$ cat config.mk
export PLATFORM = sky130hd
export DESIGN_NAME = sorted_timer_event_queue
export DESIGN_NICKNAME = d
export VERILOG_FILES = /design/src/hdl/stq_pkg.sv /design/src/hdl/sorted_timer_event_queue.sv
export SDC_FILE = /design/constraint.sdc
export NUM_CORES = 2
export LEC_CHECK = 0
export BUFFER_PORTS_ARGS = -buffer_cell sky130_fd_sc_hd__buf_2
export CAP_MARGIN = 5
export CORE_UTILIZATION = 46
export DETAILED_ROUTE_END_ITERATION = 6
export PLACE_DENSITY = 0.68
export SLEW_MARGIN = 15
export SYNTH_ARGS = -nofsm -noshare
export SYNTH_HDL_FRONTEND = slang
export SYNTH_SLANG_ARGS = --single-unit
$ cat constraint.sdc
create_clock -name clk -period 11.7 [get_ports clk]
set_input_delay 0.585 -clock clk [delete_from_list [all_inputs] [get_ports clk]]
set_output_delay 0.585 -clock clk [all_outputs]
set_load 0.1 [all_outputs]
$ cat src/hdl/stq_pkg.sv
`timescale 1ns / 1ps
// ----------------------------------------------------------------------------
// Sorted timer event queue package
// Slot count, derived widths, request codes and sequencer states.
// ----------------------------------------------------------------------------
package stq_pkg;

	localparam int SLOTS  = 16;
	localparam int SLOT_W = (SLOTS > 1) ? $clog2(SLOTS) : 1;
	localparam int CNT_W  = $clog2(SLOTS + 1);
	localparam int TS_W   = 64;
	localparam int ID_W   = 4;
	localparam int REQ_W  = 3;

	localparam int IN_DATA_W  = 136;
	localparam int OUT_DATA_W = 72;

	typedef enum logic [REQ_W-1:0] {
		REQ_START   = 3'd0,
		REQ_RESTART = 3'd1,
		REQ_STOP    = 3'd2,
		REQ_QUERY   = 3'd3,
		REQ_IRQ     = 3'd4
	} req_t;

	typedef enum logic [11:0] {
		ST_IDLE    = 12'b0000_0000_0001,
		ST_RD_DUR  = 12'b0000_0000_0010,
		ST_REM     = 12'b0000_0000_0100,
		ST_SET_EXP = 12'b0000_0000_1000,
		ST_INS_RD  = 12'b0000_0001_0000,
		ST_INS_CMP = 12'b0000_0010_0000,
		ST_INS_PUT = 12'b0000_0100_0000,
		ST_SCH_RD  = 12'b0000_1000_0000,
		ST_SCH_CMP = 12'b0001_0000_0000,
		ST_IRQ_RD  = 12'b0010_0000_0000,
		ST_IRQ_CMP = 12'b0100_0000_0000,
		ST_OUT_FIN = 12'b1000_0000_0000
	} state_t;

endpackage

$ cat src/hdl/sorted_timer_event_queue.sv
`timescale 1ns / 1ps
// ----------------------------------------------------------------------------
// Sorted timer event queue
// Timer slots kept in a queue sorted by expiry, FIFO among ties; start,
// restart, stop, query and expiry interrupt requests, deadline reprogramming.
//
//  Channel | Direction | Handshake         | Content
//  s_*     | in        | tvalid/tready     | one request item
//  m_*     | out       | tvalid/tready     | result items, tlast on the final one
//  cfg_*   | in        | cfg_wr_en         | enabled register
//
// A query or the stop of an idle slot goes straight to the result. Otherwise
// removal scans the queue one entry a cycle, and the sorted insertion reads
// and then compares each entry through the single read port of the expiry
// memory. An interrupt reads and compares the queue head once per expired
// slot. arst_n clears all control state; no clearing pass is needed. A
// stalled output holds the sequencer at its next result.
// ----------------------------------------------------------------------------
module sorted_timer_event_queue (
	input  logic                            clk,
	input  logic                            arst_n,
	input  logic                            s_tvalid,
	output logic                            s_tready,
	// event_id[3:0], duration[67:4], now[131:68], zero fill
	input  logic [stq_pkg::IN_DATA_W-1:0]   s_tdata,
	// req_type[2:0]
	input  logic [stq_pkg::REQ_W-1:0]       s_tuser,
	output logic                            m_tvalid,
	input  logic                            m_tready,
	// expired_id[3:0], pending[4], program_deadline[68:5], zero fill
	output logic [stq_pkg::OUT_DATA_W-1:0]  m_tdata,
	// expired_valid[0], program_valid[1]
	output logic [1:0]                      m_tuser,
	output logic                            m_tlast,
	input  logic                            cfg_wr_en,
	input  logic                            cfg_wr_data
);
	import stq_pkg::*;

	state_t state_q;

	logic enabled_q;

	// Request registers
	logic [REQ_W-1:0]  req_q;
	logic [SLOT_W-1:0] id_q;
	logic [TS_W-1:0]   dur_q;
	logic [TS_W-1:0]   now_q;
	logic [TS_W-1:0]   exp_q;

	// Queue and slot state
	logic [SLOT_W-1:0] order_q [SLOTS];
	logic [CNT_W-1:0]  count_q;
	logic [CNT_W-1:0]  p_q;
	logic [SLOTS-1:0]  active_q;
	logic [SLOTS-1:0]  dur_wr_q;

	// Expiry and duration memories
	logic [TS_W-1:0]   exp_mem [SLOTS];
	logic [TS_W-1:0]   dur_mem [SLOTS];
	logic [TS_W-1:0]   exp_rd_q;
	logic [TS_W-1:0]   dur_rd_q;
	logic [SLOT_W-1:0] exp_raddr;
	logic [SLOT_W-1:0] dur_raddr;
	logic              mem_we;

	// Result staging
	logic              hold_v_q;
	logic [SLOT_W-1:0] hold_id_q;
	logic              res_pend_q;
	logic              res_pv_q;
	logic [TS_W-1:0]   res_dl_q;

	logic              out_v_q;
	logic [OUT_DATA_W-1:0] out_data_q;
	logic [1:0]        out_user_q;
	logic              out_last_q;

	logic              accept;
	logic              out_free;
	logic              out_load;
	logic [SLOT_W-1:0] s_id;
	logic              s_bad;
	logic [SLOT_W-1:0] p_idx;
	logic [SLOT_W-1:0] head;
	logic              irq_hit;

	assign accept   = s_tvalid && s_tready;
	assign s_tready = (state_q == ST_IDLE);
	assign out_free = !out_v_q || m_tready;
	assign s_id     = SLOT_W'(s_tdata[3:0]);
	assign s_bad    = (s_tuser > REQ_IRQ) ||
		((s_tuser != REQ_IRQ) && (int'(s_tdata[3:0]) >= SLOTS));
	assign p_idx    = p_q[SLOT_W-1:0];
	assign head     = order_q[0];
	assign irq_hit  = (exp_rd_q <= now_q);

	// The output register is loaded this cycle.
	assign out_load = ((state_q == ST_IRQ_CMP) && irq_hit && hold_v_q && out_free) ||
		((state_q == ST_OUT_FIN) && out_free);

	assign mem_we    = (state_q == ST_SET_EXP);
	assign dur_raddr = s_id;

	always_comb begin
		unique case (state_q)
			ST_INS_RD: exp_raddr = order_q[p_idx];
			default:   exp_raddr = head;
		endcase
	end

	always_ff @(posedge clk) begin
		if (mem_we) begin
			exp_mem[id_q] <= now_q + dur_q;
			dur_mem[id_q] <= dur_q;
		end
		exp_rd_q <= exp_mem[exp_raddr];
		dur_rd_q <= dur_mem[dur_raddr];
	end

	always_ff @(posedge clk or negedge arst_n) begin
		if (!arst_n) begin
			enabled_q <= 1'b0;
		end else if (cfg_wr_en) begin
			enabled_q <= cfg_wr_data;
		end
	end

	always_ff @(posedge clk or negedge arst_n) begin
		if (!arst_n) begin
			state_q    <= ST_IDLE;
			count_q    <= '0;
			p_q        <= '0;
			active_q   <= '0;
			dur_wr_q   <= '0;
			hold_v_q   <= 1'b0;
			out_v_q    <= 1'b0;
			req_q      <= '0;
			id_q       <= '0;
			hold_id_q  <= '0;
			res_pend_q <= 1'b0;
			res_pv_q   <= 1'b0;
		end else begin
			if (out_v_q && m_tready && !out_load) begin
				out_v_q <= 1'b0;
			end
			unique case (state_q)
				ST_IDLE: begin
					if (accept) begin
						req_q      <= s_tuser;
						id_q       <= s_id;
						dur_q      <= s_tdata[67:4];
						now_q      <= s_tdata[131:68];
						p_q        <= '0;
						hold_v_q   <= 1'b0;
						hold_id_q  <= '0;
						res_pend_q <= 1'b0;
						res_pv_q   <= 1'b0;
						res_dl_q   <= '0;
						if (s_bad) begin
							state_q <= ST_OUT_FIN;
						end else begin
							priority case (s_tuser)
								REQ_IRQ:     state_q <= ST_IRQ_RD;
								REQ_RESTART: state_q <= ST_RD_DUR;
								REQ_QUERY: begin
									res_pend_q <= active_q[s_id];
									state_q    <= ST_OUT_FIN;
								end
								default: begin
									// Start and stop go through removal when active.
									if (active_q[s_id]) begin
										state_q <= ST_REM;
									end else if (s_tuser == REQ_STOP) begin
										state_q <= ST_OUT_FIN;
									end else begin
										state_q <= ST_SET_EXP;
									end
								end
							endcase
						end
					end
				end
				ST_RD_DUR: begin
					dur_q   <= dur_wr_q[id_q] ? dur_rd_q : '0;
					state_q <= active_q[id_q] ? ST_REM : ST_SET_EXP;
				end
				ST_REM: begin
					if (order_q[p_idx] == id_q) begin
						for (int i = 0; i < SLOTS - 1; i++) begin
							if (i >= int'(p_q)) begin
								order_q[i] <= order_q[i+1];
							end
						end
						count_q <= count_q - 1'b1;
						p_q     <= '0;
						if (req_q == REQ_STOP) begin
							active_q[id_q] <= 1'b0;
							state_q        <= ST_OUT_FIN;
						end else begin
							state_q <= ST_SET_EXP;
						end
					end else begin
						p_q <= p_q + 1'b1;
					end
				end
				ST_SET_EXP: begin
					exp_q          <= now_q + dur_q;
					dur_wr_q[id_q] <= 1'b1;
					active_q[id_q] <= 1'b1;
					p_q            <= '0;
					state_q        <= ST_INS_RD;
				end
				ST_INS_RD: begin
					state_q <= (p_q == count_q) ? ST_INS_PUT : ST_INS_CMP;
				end
				ST_INS_CMP: begin
					// Ties keep going, so the new slot lands behind equal expiries.
					if (exp_q < exp_rd_q) begin
						state_q <= ST_INS_PUT;
					end else begin
						p_q     <= p_q + 1'b1;
						state_q <= ST_INS_RD;
					end
				end
				ST_INS_PUT: begin
					if (int'(count_q) < SLOTS) begin
						for (int i = 1; i < SLOTS; i++) begin
							if (i > int'(p_q)) begin
								order_q[i] <= order_q[i-1];
							end
						end
						order_q[p_idx] <= id_q;
						count_q        <= count_q + 1'b1;
					end
					state_q <= ST_SCH_RD;
				end
				ST_SCH_RD: begin
					state_q <= ST_SCH_CMP;
				end
				ST_SCH_CMP: begin
					res_pv_q <= enabled_q && (count_q != '0);
					if (enabled_q && (count_q != '0)) begin
						res_dl_q <= (now_q < exp_rd_q) ? exp_rd_q : now_q;
					end else begin
						res_dl_q <= '0;
					end
					state_q <= ST_OUT_FIN;
				end
				ST_IRQ_RD: begin
					state_q <= (count_q == '0) ? ST_SCH_RD : ST_IRQ_CMP;
				end
				ST_IRQ_CMP: begin
					if (!irq_hit) begin
						state_q <= ST_SCH_RD;
					end else if (!hold_v_q || out_free) begin
						// The previous expired slot is known not to be last now.
						if (hold_v_q) begin
							out_v_q    <= 1'b1;
							out_data_q <= {3'b0, 64'b0, 1'b0, 4'(hold_id_q)};
							out_user_q <= 2'b01;
							out_last_q <= 1'b0;
						end
						for (int i = 0; i < SLOTS - 1; i++) begin
							order_q[i] <= order_q[i+1];
						end
						count_q        <= count_q - 1'b1;
						active_q[head] <= 1'b0;
						hold_v_q       <= 1'b1;
						hold_id_q      <= head;
						state_q        <= ST_IRQ_RD;
					end
				end
				ST_OUT_FIN: begin
					if (out_free) begin
						out_v_q    <= 1'b1;
						out_data_q <= {3'b0, res_dl_q, res_pend_q, 4'(hold_id_q)};
						out_user_q <= {res_pv_q, hold_v_q};
						out_last_q <= 1'b1;
						state_q    <= ST_IDLE;
					end
				end
				default: state_q <= ST_IDLE;
			endcase
		end
	end

	assign m_tvalid = out_v_q;
	assign m_tdata  = out_data_q;
	assign m_tuser  = out_user_q;
	assign m_tlast  = out_last_q;

endmodule

### Yosys cells after proc, flatten, opt, wreduce, memory -nomap -nowiden

Memory sizes are Yosys's and may differ from the RTL's. A register that Yosys moved wholly into a read port is not among the register bits.
Index checks and enable logic that the tools add are counted.

* muxes and demuxes: 240
* $add $sub $neg: 4
* eq/ne operators: 29
* bitwise gates (word level): 35
* reduce and logical (&&, ||, !) cells: 70
* $lt $le $gt $ge: 40

Operators with widths (number)
* 2-to-1 mux 64 bit: 5
* 2-to-1 mux 72 bit: 4
* one-hot mux 64 bit (2 select lines): 2
* 2-to-1 mux 1 bit: 149
* 2-to-1 mux 4 bit: 36
* one-hot mux 12 bit (12 select lines): 1
* one-hot mux 72 bit (2 select lines): 1
* less-than comparator 64 bit: 2
* 2-to-1 mux 12 bit: 9
* adder 64 bit: 1
* less-or-equal comparator 64 bit: 1
* 2-to-1 mux 16 bit: 4
* one-hot mux 16 bit (3 select lines): 1
* logical AND 1 bit: 42
* > comparator 4 x 5 -> 1 bit, first input constant: 8
* one-hot mux 12 bit (3 select lines): 1
* >= comparator 4 x 5 -> 1 bit, first input constant: 7
* 2-to-1 mux 5 bit: 7
* bitwise AND 16 bit: 2
* NOT 16 bit: 2
* OR 16 bit: 2
* OR 1 bit: 29
* >= comparator 3 x 5 -> 1 bit, first input constant: 4
* > comparator 3 x 5 -> 1 bit, first input constant: 4
* other kinds (53): 94

* bits in writable memories: 2112
* register bits after elaboration: 401
* memories: 3
* input bits: 145
* word-level logic and storage cells: 441

Memory list
* dur_mem: depth 16, bits a word 64, read ports 1, clocked after Yosys merged registers in 1, write ports 1, RTL line sorted_timer_event_queue.sv:60 `logic [TS_W-1:0] dur_mem [SLOTS];`
* exp_mem: depth 16, bits a word 64, read ports 1, clocked after Yosys merged registers in 1, write ports 1, RTL line sorted_timer_event_queue.sv:59 `logic [TS_W-1:0] exp_mem [SLOTS];`
* order_q: depth 16, bits a word 4, read ports 17, clocked after Yosys merged registers in 0, write ports 16, RTL line sorted_timer_event_queue.sv:52 `logic [SLOT_W-1:0] order_q [SLOTS];`

### Depth between registers and ports, before layout

* depth after elaboration: 12
* mapped depth: 15
* mapped depth without buffers: 13

### Worst setup path before layout

OpenSTA, ideal clock, no wires.

* kind: flip-flop to flip-flop
* start point: register now_q[61]
* end point: register out_data_q[0], in the netlist m_tdata[0], enable pin
* cell stages (with the launch flop): 11
* clock period less this slack: 9.952 ns
* path buffers: 1
* setup slack: 1.748 ns
* arrival time: 9.272 ns
* path through: edfxtp_1 -> ha_1 -> nand4_1 -> nor4_1 -> nand2_1 -> or4_1 -> nor3_1 -> or2_2 -> clkbuf_1 -> nor2_1 -> nor4_1

* word-level cells in the longest chain between the ends: 3

Ends and longest elaborated chain
* from (decl): RTL line sorted_timer_event_queue.sv:48 `logic [TS_W-1:0] now_q;`
* from (signal assigned): RTL line sorted_timer_event_queue.sv:153 `now_q <= s_tdata[131:68];`
* less-or-equal comparator 64 bit: RTL line sorted_timer_event_queue.sv:96 `assign irq_hit = (exp_rd_q <= now_q);`
* != test 2 bit (no source line)
* AND reduction 6 bit (no source line)
* to (signal assigned): RTL line sorted_timer_event_queue.sv:260 `out_data_q <= {3'b0, 64'b0, 1'b0, 4'(hold_id_q)};`
* to (signal assigned): RTL line sorted_timer_event_queue.sv:277 `out_data_q <= {3'b0, res_dl_q, res_pend_q, 4'(hold_id_q)};`
* to (decl): RTL line sorted_timer_event_queue.sv:75 `logic [OUT_DATA_W-1:0] out_data_q;`

No other way between the ends.
A chain may end at the register's enable or synchronous reset.

### Worst setup path in the final report

* start point: register now_q[59]
* end point: register out_data_q[24], in the netlist m_tdata[24], enable pin

The elaborated chain is that of the path after synthesis.

==> impl_metrics.ini <==
[status]
status = completed

[power_and_ir_drop]
p_comb_share_pct = 13.8
power_density_nw_per_um2 = 190.3
irDropWorstVdd_uv = 185.1
power.share.switching_pct = 26.44
leakage_nw = 41.73
power.internal_w = 0.01712
clkPwrFrac_pct = 35.3
p_sw_w = 0.006155
power_frac_seq_pct = 50.9

[route]
drt_pass1_iterations = 6
postRouteAntennaNets = 0
via_count = 63350
drc = 0
wl_mm = 284.0
drt_iter0_markers = 6583
via_per_inst = 5.888
wl_per_cell_um = 26.40

[clock_tree]
clk_pin_slew_ns = 0.06
root_buffer = clkbuf_16
clk_latency_ns = 0.91
cts_setup_buffers = 0
cts_buffers = 240
cts_max_level = 4
cts_sinks = 2638
cts_tree = done
cts_max_path_buffers = 3
cts_resized = 0

[flow_run]
max-cap-violations = 0

[logic_synthesis]
synth_flop_cell = edfxtp_1
synth_top_family_by_area = simple AND/OR/NAND/NOR gates
syn_inst = 7085
synth_compound_area_share_pct = 6.673
synth_xor_area_share_pct = 0.5691
synth-edff-count = 2440
synth_seq_cells = 2638
yosysUniqueCellTypes = 74
syn-mean-instance-area_sq_um = 15.21
ys_seq_area_share_pct = 72.01
yosys-mux-area-fraction_pct = 8.084
yosysWarnings = 0
synth.area.top_cells = edfxtp_1 68%, mux4_2 7.3%, nand2_1 2.9%, dfxtp_1 2.4%, nor2_1 2.4%
synth_area_sq_um = 107700
yosysTopAreaCellShare_pct = 68.01
synth_top_area_cell = edfxtp_1
synthSimpleGateAreaFrac_pct = 8.485
synth_fa_ha_area_share_pct = 2.348
synthArstFlopShare_pct = 2.654

[final_layout]
fin_util_pct = 52.56
nNetsFinal = 7749
final_common_cell = edfxtp_1
drive_above_1_share_pct = 15.53
nFillCells = 18310
syn_to_final_growth_pct = 13.54
layout_common_cells = 2440 x edfxtp_1, 836 x nand2_1, 657 x nor2_1

[worst_setup_path]
worstSetupPathType = flop to flop
required_ns = 12.20
crit_path_end_kind = flop
worst_setup_path_start_kind = flop
worstPathArrival_ns = 6.33
critical_path.max_fanout = 60

[grt]
grt_max_degree = 225
antenna_found_initial = 21
grt_pass1_vias = 62610
grt_pass1_wl_mm = 412.5
grt_usage_pct = 23.84
grt-ovfl-total = 0

[timing]
fin_worst_skew_ns = 0.05749
tightest_slew_ns = 1.186
fin_setup_tns_ns = 0
slew_viol_final = 0
hold_viol = 0
min_period_over_period_pct = 49.89
rsz0062_at_grt = false
timing.fmax_mhz = 171.3
setup_viol = 0
relSlewSlack_pct = 20.96
period_minus_slack_ns = 5.837

[floorplan]
fp-row-count = 177
die_h_um = 486.0
coreArea_sq_um = 232800
start_util_pct = 46.29
io-pin-count = 222
fp.dieW_um = 486.0
die_area_sq_um = 236100

[worst_hold_path]
hold_class = input port to flop

[placement]
place.gp.congestion = 0.9348
port_buffers = 214
dp_hpwl_mm = 163.3
[kinds of logic after synthesis]
kind of cell | Yosys count
flip-flops | 2638
AND/OR/NAND/NOR | 2093
AO/OA/AOI/OAI | 1151
buffers and inverters | 498
multiplexers | 433
adder cells (fa/ha/maj) | 201
XOR/XNOR | 70
other | 1
[final timing paths]
path | start | end | slack (ns) | cells past startpoint
setup / recovery | now_q[59] | m_tdata[24] | 5.86 | 12
hold / removal | s_tdata[58] | dur_q[54] | 0.06 | 3
setup reg to reg | now_q[59] | m_tdata[24] | 5.86 | 12
hold reg to reg | dur_wr_q[4] | dur_wr_q[4] | 0.46 | 1
max in group asynchronous | arst_n | state_q[0] | 10.54 | 3
min in group asynchronous | arst_n | id_q[3] | 0.22 | 2
[worst max-delay path, stage by stage (launching register included)]
cell      delay [ns]
edfxtp_1        0.46
ha_1            0.37
nand4_1         0.24
nor4_1          0.69
nand2_1         0.24
or4_1           0.64
a31oi_1         0.29
or3_4           0.27
or2_2           0.21
nor2_1          0.07
nor4_2          0.87
buf_4           0.32
buf_4           0.65
[per-layer routing]
layer  vias to the layer above  global-route usage, %  wire [um]
met5                         -                      0         12
met1                     32530                  31.58     111900
met3                       488                  2.912      20960
met4                         2                  9.794      11400
li1                      27690                      -          -
met2                      2652                  39.93     139700
[layout make-up]
cell class | instances | area (sq um) | share of cell area [%]
clock inverter | 143 | 1787 | 1.461
antenna | 4 | 10.01 | 0.008183
multi-input combinational | 3951 | 28590 | 23.38
tap | 3132 | 3919 | 3.204
inverter | 110 | 412.9 | 0.3375
timing repair buffer | 462 | 3391 | 2.772
sequential | 2638 | 77590 | 63.43
clock buffer | 319 | 6625 | 5.416
[power by group through the flow]
stage,registers (W),logic (W),clock network [W]
after floorplan,0.0120,0.00183,0
after global placement,0.0120,0.00303,0
after detailed placement,0.0120,0.00310,0
after CTS,0.0118,0.00315,0.00832
after global routing,0.0119,0.00345,0.00867
final,0.0118,0.00320,0.00823
[cells in the mapped netlist (all sizes together), types with 55 or more instances]
master / instances
mux2i: 68
buf: 106
mux4: 348
a211oi: 138
clkbuf: 282
nand2: 838
o22ai: 72
and2: 207
ha: 199
a21oi: 246
a31oi: 151
a21o: 71
nor2: 679
edfxtp: 2440
dfxtp: 128
nand4: 55
nand3: 182
inv: 109
dfrtp: 69
o21ai: 321
a221o: 69
[timing repair]
item / CTS / global route
endpoints found under the setup margin: 0 / 0
hold endpoints to repair: 143 / 1
hold buffers: 108 / 1
[stage by stage]
step           total power (W)  hold slack (ns)  worst slack (ns)  std cells  cell area (sq um)
2_1_floorplan          0.01379           0.2894             1.748       7087             107700
3_3_place_gp           0.01506           0.4459             5.872      10180             112700
3_5_place_dp           0.01515           0.4483             5.776      10180             112700
4_1_cts                0.02332        0.0006884             5.754      10750             122200
5_1_grt                0.02400          0.03190             5.666      10760             122300
6_report               0.02328          0.05837             5.863      10760             122300
No activity file was read; power rests on OpenSTA's default activity.
